<file path="src/wdb_pkg.sv">
// ============================================================================
// wdb_pkg
// Shared types and constants for the watchdog bank: operation codes,
// sequencer states, per-slot status record and the run hysteresis limit.
// ============================================================================
package wdb_pkg;

    // Fixed field widths of the item channels
    localparam int OP_W       = 2;
    localparam int IDX_W      = 3;
    localparam int IN_COUNT_W = 16;
    localparam int MASK_W     = 8;

    // Defaults for the top-level parameters
    localparam int DEF_MAX_SLOTS   = 8;
    localparam int DEF_COUNT_WIDTH = 16;

    // Run counters saturate at the hysteresis limit
    localparam int             RUN_W     = 4;
    localparam logic [RUN_W-1:0] RUN_LIMIT = 4'd10;

    typedef enum logic [OP_W-1:0] {
        OP_REGISTER = 2'd0,
        OP_FEED     = 2'd1,
        OP_TICK     = 2'd2,
        OP_NONE     = 2'd3
    } t_op;

    typedef enum logic [1:0] {
        S_IDLE,
        S_FEED,
        S_TICK,
        S_DONE
    } t_state;

    // Per-slot status, apart from the countdown itself
    typedef struct packed {
        logic [RUN_W-1:0] on_run;
        logic [RUN_W-1:0] off_run;
        logic             handler;
        logic             online;
        logic             offline;
    } t_slot_st;

endpackage

</file>
<file path="src/wdb_if.sv">
// ============================================================================
// wdb_if
// Item channels of the watchdog bank: command items in, status items out.
// ============================================================================
interface wdb_in_if;
    import wdb_pkg::*;

    logic                  valid;
    logic                  ready;
    logic [OP_W-1:0]       operation;
    logic [IDX_W-1:0]      instance_index;
    logic [IN_COUNT_W-1:0] reload_value;
    logic [IN_COUNT_W-1:0] initial_count;
    logic                  has_handler;

    modport source (
        output valid, operation, instance_index, reload_value, initial_count,
               has_handler,
        input  ready
    );
    modport sink (
        input  valid, operation, instance_index, reload_value, initial_count,
               has_handler,
        output ready
    );
endinterface

interface wdb_out_if;
    import wdb_pkg::*;

    logic              valid;
    logic              ready;
    logic [MASK_W-1:0] alarm_mask;
    logic [MASK_W-1:0] online_mask;
    logic [MASK_W-1:0] offline_mask;
    logic [IDX_W-1:0]  assigned_index;
    logic              register_rejected;

    modport source (
        output valid, alarm_mask, online_mask, offline_mask, assigned_index,
               register_rejected,
        input  ready
    );
    modport sink (
        input  valid, alarm_mask, online_mask, offline_mask, assigned_index,
               register_rejected,
        output ready
    );
endinterface

</file>
<file path="src/watchdog_bank_with_hysteresis.sv">
// ============================================================================
// watchdog_bank_with_hysteresis
// Bank of watchdog slots with hysteresis on the online/offline flags. Slot
// words live in a small memory; a tick walks the registered slots through
// one shared update unit.
//
//   channel  | dir | handshake     | payload
//   ---------+-----+---------------+-----------------------------------------
//   i_in     | in  | valid/ready   | operation, index, reload, count, handler
//   o_out    | out | valid/ready   | alarm/online/offline masks, slot, reject
//
// Register and no-op items, a feed to an unregistered slot and a tick with no
// slots go from accept straight to finish. Another feed passes a state that
// writes the slot word back with its countdown reloaded; another tick walks the
// registered slots in turn through the memory read port and the update unit. A
// new item is accepted while the previous result waits in the output register.
// Reset clears the fill count, the flags and the handshake; slot memory needs
// no clearing as only slots below the fill count are used. A stalled output
// holds the sequencer in its finish state until the output register frees up.
// ============================================================================
module watchdog_bank_with_hysteresis #(
    parameter int MAX_SLOTS   = wdb_pkg::DEF_MAX_SLOTS,
    parameter int COUNT_WIDTH = wdb_pkg::DEF_COUNT_WIDTH
) (
    input  logic       i_clk,
    input  logic       i_rst_n,
    wdb_in_if.sink     i_in,
    wdb_out_if.source  o_out
);
    import wdb_pkg::*;

    localparam int SLOT_W = (MAX_SLOTS > 1) ? $clog2(MAX_SLOTS) : 1;
    localparam int CNT_W  = $clog2(MAX_SLOTS + 1);
    localparam int ST_W   = 2 * RUN_W + 1;
    localparam int WORD_W = 2 * COUNT_WIDTH + ST_W;

    // Sequencer and bookkeeping
    t_state                 r_state, n_state;
    logic [CNT_W-1:0]       r_reg_cnt, n_reg_cnt;
    logic [SLOT_W-1:0]      r_ptr, n_ptr;
    logic [MASK_W-1:0]      r_alarm, n_alarm;
    logic [IDX_W-1:0]       r_assigned, n_assigned;
    logic                   r_rejected, n_rejected;
    logic [MAX_SLOTS-1:0]   r_online, n_online;
    logic [MAX_SLOTS-1:0]   r_offline, n_offline;

    // Output register
    logic                   r_out_valid;
    logic [MASK_W-1:0]      r_out_alarm;
    logic [MASK_W-1:0]      r_out_online;
    logic [MASK_W-1:0]      r_out_offline;
    logic [IDX_W-1:0]       r_out_assigned;
    logic                   r_out_rejected;

    // Slot memory: {reload, count, on_run, off_run, handler}
    logic [WORD_W-1:0]      mem [MAX_SLOTS];
    logic [WORD_W-1:0]      r_rd_word;
    logic                   mem_we;
    logic [SLOT_W-1:0]      mem_waddr;
    logic [SLOT_W-1:0]      mem_raddr;
    logic [WORD_W-1:0]      mem_wdata;

    // Fields of the word read last cycle
    logic [COUNT_WIDTH-1:0] rd_reload;
    logic [COUNT_WIDTH-1:0] rd_count;
    logic [RUN_W-1:0]       rd_on_run;
    logic [RUN_W-1:0]       rd_off_run;
    logic                   rd_handler;

    // Shared update unit
    t_slot_st               tu_in_st, tu_out_st;
    logic [COUNT_WIDTH-1:0] tu_out_count;
    logic                   tu_alarm;

    logic                   accept;
    logic                   done_load;
    logic                   tick_last;
    logic                   feed_ok;
    logic [MASK_W-1:0]      online_mask;
    logic [MASK_W-1:0]      offline_mask;
    t_op                    in_op;

    assign in_op     = t_op'(i_in.operation);
    assign accept    = i_in.valid && i_in.ready;
    assign done_load = (r_state == S_DONE) && (!r_out_valid || o_out.ready);
    assign tick_last = (32'(r_ptr) + 1) == 32'(r_reg_cnt);
    assign feed_ok   = 32'(i_in.instance_index) < 32'(r_reg_cnt);

    assign i_in.ready = (r_state == S_IDLE);

    assign {rd_reload, rd_count, rd_on_run, rd_off_run, rd_handler} = r_rd_word;

    assign tu_in_st = '{on_run:  rd_on_run,
                        off_run: rd_off_run,
                        handler: rd_handler,
                        online:  r_online[r_ptr],
                        offline: r_offline[r_ptr]};

    wdb_tick_unit #(
        .COUNT_WIDTH (COUNT_WIDTH)
    ) u_tick (
        .i_count (rd_count),
        .i_st    (tu_in_st),
        .o_count (tu_out_count),
        .o_st    (tu_out_st),
        .o_alarm (tu_alarm)
    );

    // Low eight slots feed the masks
    for (genvar g = 0; g < MASK_W; g++) begin : g_mask
        if (g < MAX_SLOTS) begin : g_on
            assign online_mask[g]  = r_online[g];
            assign offline_mask[g] = r_offline[g];
        end else begin : g_off
            assign online_mask[g]  = 1'b0;
            assign offline_mask[g] = 1'b0;
        end
    end

    // Next-state logic
    always_comb begin
        n_state = r_state;
        unique case (r_state)
            S_IDLE: begin
                if (accept) begin
                    priority if (in_op == OP_FEED && feed_ok) begin
                        n_state = S_FEED;
                    end else if (in_op == OP_TICK && r_reg_cnt != '0) begin
                        n_state = S_TICK;
                    end else begin
                        n_state = S_DONE;
                    end
                end
            end
            S_FEED: n_state = S_DONE;
            S_TICK: begin
                if (tick_last) begin
                    n_state = S_DONE;
                end
            end
            S_DONE: begin
                if (done_load) begin
                    n_state = S_IDLE;
                end
            end
            default: n_state = S_IDLE;
        endcase
    end

    // Datapath and memory control
    always_comb begin
        n_reg_cnt  = r_reg_cnt;
        n_ptr      = r_ptr;
        n_alarm    = r_alarm;
        n_assigned = r_assigned;
        n_rejected = r_rejected;
        n_online   = r_online;
        n_offline  = r_offline;
        mem_we     = 1'b0;
        mem_waddr  = r_ptr;
        mem_raddr  = r_ptr;
        mem_wdata  = r_rd_word;
        unique case (r_state)
            S_IDLE: begin
                mem_raddr = SLOT_W'(i_in.instance_index);
                if (accept) begin
                    n_alarm    = '0;
                    n_assigned = '0;
                    n_rejected = 1'b0;
                    unique case (in_op)
                        OP_REGISTER: begin
                            if (32'(r_reg_cnt) < MAX_SLOTS) begin
                                mem_we    = 1'b1;
                                mem_waddr = r_reg_cnt[SLOT_W-1:0];
                                mem_wdata = {COUNT_WIDTH'(i_in.reload_value),
                                             COUNT_WIDTH'(i_in.initial_count),
                                             {RUN_W{1'b0}}, {RUN_W{1'b0}},
                                             i_in.has_handler};
                                n_online[r_reg_cnt[SLOT_W-1:0]]  = 1'b0;
                                n_offline[r_reg_cnt[SLOT_W-1:0]] = 1'b0;
                                n_assigned = IDX_W'(r_reg_cnt);
                                n_reg_cnt  = r_reg_cnt + 1'b1;
                            end else begin
                                n_rejected = 1'b1;
                            end
                        end
                        OP_FEED: begin
                            n_ptr = SLOT_W'(i_in.instance_index);
                        end
                        OP_TICK: begin
                            mem_raddr = '0;
                            n_ptr     = '0;
                        end
                        OP_NONE: begin
                            n_ptr = r_ptr;
                        end
                        default: n_ptr = r_ptr;
                    endcase
                end
            end
            // Reload the countdown of the fed slot
            S_FEED: begin
                mem_we    = 1'b1;
                mem_wdata = {rd_reload, rd_reload, rd_on_run, rd_off_run, rd_handler};
            end
            // Update the slot read last cycle, read the next one
            S_TICK: begin
                mem_we    = 1'b1;
                mem_wdata = {rd_reload, tu_out_count, tu_out_st.on_run,
                             tu_out_st.off_run, rd_handler};
                n_online[r_ptr]  = tu_out_st.online;
                n_offline[r_ptr] = tu_out_st.offline;
                for (int i = 0; i < MASK_W; i++) begin
                    if (i < MAX_SLOTS && 32'(r_ptr) == i && tu_alarm) begin
                        n_alarm[i] = 1'b1;
                    end
                end
                mem_raddr = r_ptr + 1'b1;
                n_ptr     = r_ptr + 1'b1;
            end
            S_DONE: begin
                mem_we = 1'b0;
            end
            default: mem_we = 1'b0;
        endcase
    end

    // Control registers
    always_ff @(posedge i_clk) begin
        if (!i_rst_n) begin
            r_state     <= S_IDLE;
            r_reg_cnt   <= '0;
            r_online    <= '0;
            r_offline   <= '0;
            r_out_valid <= 1'b0;
        end else begin
            r_state   <= n_state;
            r_reg_cnt <= n_reg_cnt;
            r_online  <= n_online;
            r_offline <= n_offline;
            if (done_load) begin
                r_out_valid <= 1'b1;
            end else if (o_out.ready) begin
                r_out_valid <= 1'b0;
            end
        end
    end

    // Payload registers
    always_ff @(posedge i_clk) begin
        r_ptr      <= n_ptr;
        r_alarm    <= n_alarm;
        r_assigned <= n_assigned;
        r_rejected <= n_rejected;
        if (done_load) begin
            r_out_alarm    <= r_alarm;
            r_out_online   <= online_mask;
            r_out_offline  <= offline_mask;
            r_out_assigned <= r_assigned;
            r_out_rejected <= r_rejected;
        end
    end

    // Slot memory, registered read
    always_ff @(posedge i_clk) begin
        if (mem_we) begin
            mem[mem_waddr] <= mem_wdata;
        end
        r_rd_word <= mem[mem_raddr];
    end

    assign o_out.valid             = r_out_valid;
    assign o_out.alarm_mask        = r_out_alarm;
    assign o_out.online_mask       = r_out_online;
    assign o_out.offline_mask      = r_out_offline;
    assign o_out.assigned_index    = r_out_assigned;
    assign o_out.register_rejected = r_out_rejected;

endmodule

</file>
<file path="src/wdb_tick_unit.sv">
// ============================================================================
// wdb_tick_unit
// Shared per-slot tick update: countdown, run counters with saturation,
// online/offline hysteresis and the alarm decision for one slot.
// ============================================================================
module wdb_tick_unit #(
    parameter int COUNT_WIDTH = wdb_pkg::DEF_COUNT_WIDTH
) (
    input  logic [COUNT_WIDTH-1:0] i_count,
    input  wdb_pkg::t_slot_st      i_st,
    output logic [COUNT_WIDTH-1:0] o_count,
    output wdb_pkg::t_slot_st      o_st,
    output logic                   o_alarm
);
    import wdb_pkg::*;

    logic             live;
    logic [RUN_W-1:0] on_inc;
    logic [RUN_W-1:0] off_inc;

    assign live    = (i_count != '0);
    assign on_inc  = (i_st.on_run < RUN_LIMIT) ? i_st.on_run + 1'b1 : i_st.on_run;
    assign off_inc = (i_st.off_run < RUN_LIMIT) ? i_st.off_run + 1'b1 : i_st.off_run;

    // One slot, one tick
    always_comb begin
        o_st    = i_st;
        o_count = i_count;
        o_alarm = 1'b0;
        if (live) begin
            o_count    = i_count - 1'b1;
            o_st.off_run = '0;
            o_st.on_run  = on_inc;
            if (!i_st.online && on_inc >= RUN_LIMIT) begin
                o_st.online  = 1'b1;
                o_st.offline = 1'b0;
            end
        end else begin
            o_st.on_run  = '0;
            o_st.off_run = off_inc;
            if (!i_st.offline && off_inc >= RUN_LIMIT) begin
                o_st.offline = 1'b1;
                o_st.online  = 1'b0;
            end
            o_alarm = o_st.offline && i_st.handler;
        end
    end

endmodule
</file>
<file path="src/flat_wrapper.sv">
// flat-port wrapper written by rule: the top's interface ports become plain ports
module watchdog_bank_with_hysteresis_flat import wdb_pkg::*;
#(
    parameter int MAX_SLOTS   = wdb_pkg::DEF_MAX_SLOTS,
    parameter int COUNT_WIDTH = wdb_pkg::DEF_COUNT_WIDTH
)
  (i_clk, i_rst_n, i_in_valid, i_in_operation, i_in_instance_index, i_in_reload_value, i_in_initial_count, i_in_has_handler, i_in_ready, o_out_valid, o_out_alarm_mask, o_out_online_mask, o_out_offline_mask, o_out_assigned_index, o_out_register_rejected, o_out_ready);
  wdb_in_if i_in_i ();
  wdb_out_if o_out_i ();
  input  logic i_clk;
  input  logic i_rst_n;
  input wire logic [$bits(i_in_i.valid)-1:0] i_in_valid;
  input wire logic [$bits(i_in_i.operation)-1:0] i_in_operation;
  input wire logic [$bits(i_in_i.instance_index)-1:0] i_in_instance_index;
  input wire logic [$bits(i_in_i.reload_value)-1:0] i_in_reload_value;
  input wire logic [$bits(i_in_i.initial_count)-1:0] i_in_initial_count;
  input wire logic [$bits(i_in_i.has_handler)-1:0] i_in_has_handler;
  output wire logic [$bits(i_in_i.ready)-1:0] i_in_ready;
  output wire logic [$bits(o_out_i.valid)-1:0] o_out_valid;
  output wire logic [$bits(o_out_i.alarm_mask)-1:0] o_out_alarm_mask;
  output wire logic [$bits(o_out_i.online_mask)-1:0] o_out_online_mask;
  output wire logic [$bits(o_out_i.offline_mask)-1:0] o_out_offline_mask;
  output wire logic [$bits(o_out_i.assigned_index)-1:0] o_out_assigned_index;
  output wire logic [$bits(o_out_i.register_rejected)-1:0] o_out_register_rejected;
  input wire logic [$bits(o_out_i.ready)-1:0] o_out_ready;
  assign i_in_i.valid = i_in_valid;
  assign i_in_i.operation = i_in_operation;
  assign i_in_i.instance_index = i_in_instance_index;
  assign i_in_i.reload_value = i_in_reload_value;
  assign i_in_i.initial_count = i_in_initial_count;
  assign i_in_i.has_handler = i_in_has_handler;
  assign i_in_ready = i_in_i.ready;
  assign o_out_valid = o_out_i.valid;
  assign o_out_alarm_mask = o_out_i.alarm_mask;
  assign o_out_online_mask = o_out_i.online_mask;
  assign o_out_offline_mask = o_out_i.offline_mask;
  assign o_out_assigned_index = o_out_i.assigned_index;
  assign o_out_register_rejected = o_out_i.register_rejected;
  assign o_out_i.ready = o_out_ready;
  watchdog_bank_with_hysteresis #(.MAX_SLOTS(MAX_SLOTS), .COUNT_WIDTH(COUNT_WIDTH)) u_core (.i_clk(i_clk), .i_rst_n(i_rst_n), .i_in(i_in_i), .o_out(o_out_i));
endmodule
</file>
<file path="config.mk">
export PLATFORM = sky130hd
export DESIGN_NAME = watchdog_bank_with_hysteresis_flat
export DESIGN_NICKNAME = d
export VERILOG_FILES = /design/src/wdb_pkg.sv /design/src/wdb_if.sv /design/src/watchdog_bank_with_hysteresis.sv /design/src/wdb_tick_unit.sv /design/src/flat_wrapper.sv
export SDC_FILE = /design/constraint.sdc
export NUM_CORES = 1
export LEC_CHECK = 0
export BUFFER_PORTS_ARGS = -buffer_cell sky130_fd_sc_hd__buf_2
export CELL_PAD_IN_SITES_DETAIL_PLACEMENT = 1
export CELL_PAD_IN_SITES_GLOBAL_PLACEMENT = 1
export CORE_ASPECT_RATIO = 0.6
export CORE_MARGIN = 5
export CORE_UTILIZATION = 47
export CTS_CLUSTER_DIAMETER = 30
export DETAILED_ROUTE_END_ITERATION = 12
export PLACE_DENSITY = 0.79
export SLEW_MARGIN = 10
export SYNTH_ARGS = -nofsm -noshare
export SYNTH_HDL_FRONTEND = slang
export SYNTH_SLANG_ARGS = --single-unit
</file>
<file path="constraint.sdc">
create_clock -name i_clk -period 3.6 [get_ports i_clk]
set_clock_uncertainty 0.15 [all_clocks]
set_input_delay 0.54 -clock i_clk [delete_from_list [all_inputs] [get_ports i_clk]]
set_output_delay 0.54 -clock i_clk [all_outputs]
set_load 0.05 [all_outputs]
</file>
==> impl_metrics.py, run 1 <==
metrics = {
    "synthesis": {
        "yosys_warnings": 0,
        "synth_edf_count": 371,
        "synthFlopType": "edfxtp_1",
        "netlist_instances": 1237,
        "seq_area_frac_synth_pct": 67.1,
        "avgSynthCellArea_um2": 15.0,
        "ys_ff_latch": 435,
        "synth_top_area_share_pct": 60.2,
        "ys_async_sr_fraction_pct": 0,
        "syn-num-nets": 1300,
        "netlist_area_um2": 18500,
        "ys_types": 65,
        "yosys-top-cells-area": "edfxtp_1, mux2i_1, dfxtp_1, mux2_2, nand2_1",
        "yosysTopAreaCell": "edfxtp_1",
    },
    "cts": {
        "cts.sinks": 435,
        "htreeDepth": 3,
        "worstSkewPairLatency_ns": 0.58,
        "clkTransAtPathRegs_ns": 0.05,
        "numCtsBuffers": 70,
        "root_buffer": "clkbuf_16",
        "clk_path_buf_depth": 3,
        "tritoncts": "built",
    },
    "pwr": {
        "combPwrFrac_pct": 34.0,
        "p_clk_share_pct": 30.9,
        "ir_worst_vdd_mv": 0.746,
        "seq_power_share_pct": 35.2,
        "p_leak_nw": 8.50,
        "p_int_mw": 14.8,
        "switching_power_mw": 7.99,
        "power_mw": 22.8,
        "switching_share_pct": 35.1,
        "power.density_nw_per_um2": 1020,
    },
    "sta": {
        "rsz0062_at_grt": "no",
        "min_period_ns": 3.46,
        "hold_viol": 0,
        "tightestPinTransition_ns": 1.17,
        "drv_slew": 0,
        "worst_slack_ns": 0.143,
        "max_slew_margin_pct": 21.2,
        "setup_viol": 0,
        "fin_crit_sh_pct": 96.0,
        "timing.fmax_ghz": 0.289,
    },
    "setup_path": {
        "timing.rr.start": "u_core.r_state[1]",
        "worstRegToRegCells": 10,
        "crit_type": "flop to flop",
        "cp-end-kind": "flop",
        "cp-start-kind": "flop",
        "crit_fanout": 16,
        "rr_endpoint": "u_core.r_rd_word[24]",
        "worst_ep_required_time_ns": 3.92,
        "critPathArrivalTime_ns": 3.78,
        "r2r_setup_slack_ns": 0.14,
    },
    "run_status": {
        "status": "finished, final reports clean",
    },
    "placed_design": {
        "port_buffers": 71,
        "dpl-instance-area_um2": 19800,
        "place.gp.congestion": 0.849,
        "dp_slack_ns": 0.235,
        "dp_hpwl_mm": 28.4,
    },
    "job": {
        "cap_violations": 0,
    },
    "floorplanning": {
        "die_y_um": 164,
        "core_um2": 39000,
        "io_pins": 72,
        "die_w_um": 266,
        "initial_utilization_pct": 47.5,
        "dieArea_um2": 43600,
        "row_count": 56,
    },
    "final_layout": {
        "synthToLayoutAreaGrowth_pct": 20.4,
        "drive_above_1_share_pct": 21.5,
        "final_nets": 1417,
        "final_cell_area_um2": 22300,
    },
    "grt": {
        "grt_max_degree": 83,
        "grt_first_pass_wirelength_mm": 75.4,
        "antenna_found_initial": 3,
        "gr-total-overflow": 0,
        "track_usage_pct": 22.8,
        "grt_pass1_vias": 12200,
    },
    "routing": {
        "first_iter_violations": 991,
        "final_antenna_net_count": 0,
        "via_per_inst": 5.91,
        "drt_pass1_iterations": 5,
        "wl_per_cell_um": 25.7,
        "drc": 0,
        "vias": 11400,
        "wirelength_mm": 49.8,
    },
    "worst_hold_path": {
        "min_path_cells": 2,
        "holdCritPathClass": "input pin to flop",
        "holdCritStartpoint": "i_in_instance_index[1]",
        "min_to": "u_core.r_ptr[1]",
    },
}
==> critical path, stage by stage, from the launching register on <==
cell and delay (ns):
dfxtp_1 0.44, inv_1 0.13, ha_1 0.35, a21boi_1 0.27, a222oi_1 0.52, buf_4 0.23
buf_4 0.22, buf_4 0.32, mux2i_1 0.29, mux2i_1 0.13, mux2_2 0.30
==> placed cells by master (no fill, tap or decap), types with 9 or more instances in the layout <==
cell | netlist | routed
edfxtp_1 | 371 | 371
mux2i_1 | 261 | 261
clkbuf_16 | 0 | 74
nand2_1 | 73 | 73
buf_2 | 23 | 71
dfxtp_1 | 64 | 64
o21ai_0 | 45 | 44
mux2_2 | 43 | 43
a22oi_1 | 32 | 32
nor2_1 | 41 | 32
buf_4 | 10 | 28
a21oi_1 | 24 | 24
inv_1 | 21 | 21
ha_1 | 21 | 19
buf_12 | 0 | 14
nor2b_1 | 12 | 12
nor3_1 | 12 | 12
inv_6 | 0 | 12
nand3_1 | 11 | 11
o221ai_1 | 10 | 10
bufinv_16 | 0 | 9
clkinvlp_4 | 0 | 9
==> layout make-up <==
cell class	count	area (µm²)
Antenna cell	3	7.51
Clock buffer	82	1910
Clock inverter	47	577
Fill cell	3655	16700
Inverter	22	82.6
Multi-Input combinational cell	712	5790
Sequential cell	435	12400
Tap cell	522	653
Timing Repair Buffer	113	846
==> Yosys cell counts (all sizes together), types with 9 or more instances <==
cell type / n
o21ai: 45
mux2i: 261
nand3: 11
nand2: 73
a22oi: 32
o221ai: 11
edfxtp: 371
inv: 21
a21oi: 24
dfxtp: 64
nor2: 41
ha: 21
nor2b: 12
nand4: 9
clkbuf: 32
mux2: 43
buf: 36
nor3: 12
==> power by group through the flow <==
stage	clock network, mW	logic [mW]	registers, mW
6_report	7.04	7.75	8.01
5_1_grt	7.41	8.28	8.06
4_1_cts	7.13	7.72	7.98
3_5_place_dp	0	7.52	8.04
3_3_place_gp	0	7.20	7.99
2_1_floorplan	0	5.17	7.90
==> registers in the layout, summed over array words and instances, names as in the netlist, 4 cells and up <==
signal / flops
u_core.r_alarm: 8
u_core.o_out.alarm_mask: 8
u_core.r_reg_cnt: 4
u_core.mem: 328
u_core.o_out.offline_mask: 8
u_core.r_rd_word: 41
u_core.offline_mask: 8
u_core.o_out.online_mask: 8
u_core.online_mask: 8
==> worst max path at each step <==
| stage | startpoint | end | depth (start not counted) |
|---|---|---|---|
| 2_1_floorplan | u_core.r_state[0] | u_core.mem[3][0] | 7 |
| 3_3_place_gp | u_core.r_state[0] | u_core.r_rd_word[25] | 10 |
| 3_5_place_dp | u_core.r_state[0] | u_core.r_rd_word[24] | 10 |
| 4_1_cts | u_core.r_state[0] | u_core.r_rd_word[24] | 10 |
| 5_1_grt | u_core.r_state[0] | u_core.r_rd_word[24] | 10 |
| 6_report | u_core.r_state[1] | u_core.r_rd_word[24] | 10 |
==> metrics by stage <==
step	instances	setup TNS, ns	hold slack [ns]	utilization [%]
floorplan	1237	-171.01	0.250	-
global placement	1804	0	0.257	50.8
detailed placement	1804	0	0.259	50.8
CTS	1933	0	0.135	57.2
global route	1936	0	0.160	57.2
finish	1936	0	0.165	57.2
==> routing by layer <==
| layer | global-route usage (%) | share of wire [%] | vias to the layer above |
|---|---|---|---|
| li1 | - | - | 5058 |
| met1 | 31.9 | 45 | 5885 |
| met2 | 36.3 | 47 | 406 |
| met5 | 0 | 0 | - |
| met4 | 7.25 | 2.6 | 0 |
| met3 | 4.70 | 6.1 | 90 |
==> what timing repair did <==
item / CTS / global route
hold buffers: 0 / 0
gates resized for setup: 0 / 1
setup buffers: 0 / 0
endpoints found under the setup margin: 0 / 1
==> cells by family after synthesis <==
| kind of cell | count (synthesis) | share of synthesized area [%] |
|---|---|---|
| fa+ha+maj | 21 | 1.42 |
| compound gates | 182 | 6.89 |
| xor+xnor | 3 | 0.142 |
| mux | 304 | 16.7 |
| buf+inv | 90 | 2.20 |
| flops | 435 | 67.1 |
| simple gates | 202 | 5.52 |
Power figures use the tool's default switching activity.
==> inputs of run 2 (changes only) <==
Settings changed: CORE_MARGIN 5 to 2, SKIP_CTS_REPAIR_TIMING from default to 1.
==> impl_metrics.py, run 2 (same netlist as run 1, synthesis figures left out) <==
metrics = {
    "run_status": {
        "status": "finished, final reports clean",
    },
    "sta": {
        "tightestPinTransition_ns": 1.10,
        "tns_ns": 0,
        "worst_slack_ns": 0.221,
        "max_slew_margin_pct": 25.6,
        "drv_slew": 0,
        "hold_ws_ns": 0.155,
        "hold_viol": 0,
        "timing.fmax_ghz": 0.296,
        "min_period_ns": 3.38,
        "setup_viol": 0,
        "rsz0062_at_grt": "no",
        "fin_crit_sh_pct": 93.9,
    },
    "job": {
        "cap_violations": 0,
    },
    "routing": {
        "drc": 0,
        "drt_pass1_iterations": 6,
        "via_per_inst": 5.84,
        "wl_per_cell_um": 25.6,
        "vias": 11400,
        "wirelength_mm": 49.9,
        "first_iter_violations": 839,
        "final_antenna_net_count": 0,
    },
    "setup_path": {
        "cp_top_family": "buffers and inverters",
        "critical-path-max-stage-delay_ns": 0.58,
        "crit_fanout": 30,
        "crit_buf_inv": 3,
        "crit_path_cell_trace": "inv_1 -> ha_1 -> nor2_1 -> a222oi_1 -> buf_12 -> buf_4 -> mux2i_1 -> mux2i_1 -> mux2_2",
        "cp-start-kind": "flop",
        "r2r_setup_slack_ns": 0.22,
        "timing.rr.start": "u_core.r_state[0]",
        "rr_endpoint": "u_core.r_rd_word[37]",
        "worstRegToRegCells": 9,
        "cp-end-kind": "flop",
        "worst_ep_required_time_ns": 3.92,
        "crit_type": "flop to flop",
        "slowest_stage": "ha_1",
        "critPathArrivalTime_ns": 3.69,
        "crit_top_cell": "mux2i_1",
        "crit_path_start": "u_core.r_state[0]",
    },
    "final_layout": {
        "final_cell_mix": "edfxtp_1, mux2i_1, nand2_1",
        "top_regs": "u_core.mem: 328 flops, u_core.r_rd_word: 41 flops",
        "regMostFlops": "u_core.mem",
        "drive_above_1_share_pct": 22.3,
        "instances_no_fill": 1948,
        "final_common_cell": "edfxtp_1",
        "largest_reg_flops": 328,
        "final_nets": 1430,
        "synthToLayoutAreaGrowth_pct": 20.7,
        "final_util_pct": 57.4,
        "final_cell_area_um2": 22300,
    },
    "cts": {
        "numCtsBuffers": 69,
        "tritoncts": "built",
        "htreeDepth": 3,
        "clk_path_buf_depth": 3,
        "cts.sinks": 435,
        "worstSkewPairLatency_ns": 0.60,
        "clkTransAtPathRegs_ns": 0.05,
        "root_buffer": "clkbuf_16",
    },
    "grt": {
        "grt_first_pass_wirelength_mm": 75.5,
        "track_usage_pct": 24.8,
        "grt_pass1_vias": 12100,
        "gr-total-overflow": 0,
        "grt_max_degree": 49,
        "antenna_found_initial": 2,
    },
    "worst_hold_path": {
        "min_path_cells": 2,
        "min_to": "u_core.r_ptr[1]",
        "holdCritStartpoint": "i_in_instance_index[1]",
        "holdCritPathClass": "input pin to flop",
    },
    "pwr": {
        "power.density_nw_per_um2": 1020,
        "power_mw": 22.9,
        "p_leak_nw": 8.57,
        "ir_worst_vdd_mv": 0.487,
    },
    "placed_design": {
        "port_buffers": 71,
        "dp_cells": 1818,
        "dp_hpwl_mm": 29.0,
        "dp_slack_ns": 0.343,
        "place.gp.congestion": 0.852,
        "dpl-instance-area_um2": 19900,
    },
    "floorplanning": {
        "row_count": 56,
        "initial_utilization_pct": 47.5,
        "core_um2": 39000,
        "io_pins": 72,
        "die_w_um": 260,
        "die_y_um": 158,
        "dieArea_um2": 41000,
    },
}
run 2: cell count changes in the layout (fill, tap and decap cells not counted), sizes merged:
cell / before / now
buf: 113 / 127
bufinv: 9 / 8
clkbuf: 82 / 79
clkinv: 15 / 19
clkinvlp: 9 / 7
diode: 3 / 2
inv: 36 / 37
run 2: layout make-up:
cell class	instances	area (µm²)
diodes	2	5.00
clock buffers	79	1850
clock inverters	49	598
fillers	3663	16600
inverters	22	82.6
multi-input cells	712	5780
flip-flops and latches	435	12400
well taps	522	653
repair buffers	127	951
run 2: worst max-delay path by stage:
stage / endpoint / slack, ns / depth (start not counted)
after floorplan: u_core.mem[3][0] / -0.53 / 7
after global placement: u_core.r_rd_word[18] / 0.49 / 10
after detailed placement: u_core.r_rd_word[37] / 0.34 / 9
after CTS: u_core.r_rd_word[37] / 0.26 / 9
after global routing: u_core.r_rd_word[37] / 0.1 / 9
final: u_core.r_rd_word[37] / 0.22 / 9
run 2: per-layer routing:
layer | vias up | GRT usage [%] | share of wire, %
met5 | - | 0 | 0
met4 | 0 | 7.21 | 2.2
met3 | 99 | 5.30 | 6.0
met2 | 355 | 39.1 | 47
met1 | 5844 | 34.8 | 45
li1 | 5078 | - | -
run 2: power by group:
group,switching [mW],internal (mW),leakage [nW],total (mW)
logic,4.80,3.10,3.46,7.90
clock network,2.60,4.37,1.18,6.97
registers,0.648,7.34,3.92,7.99
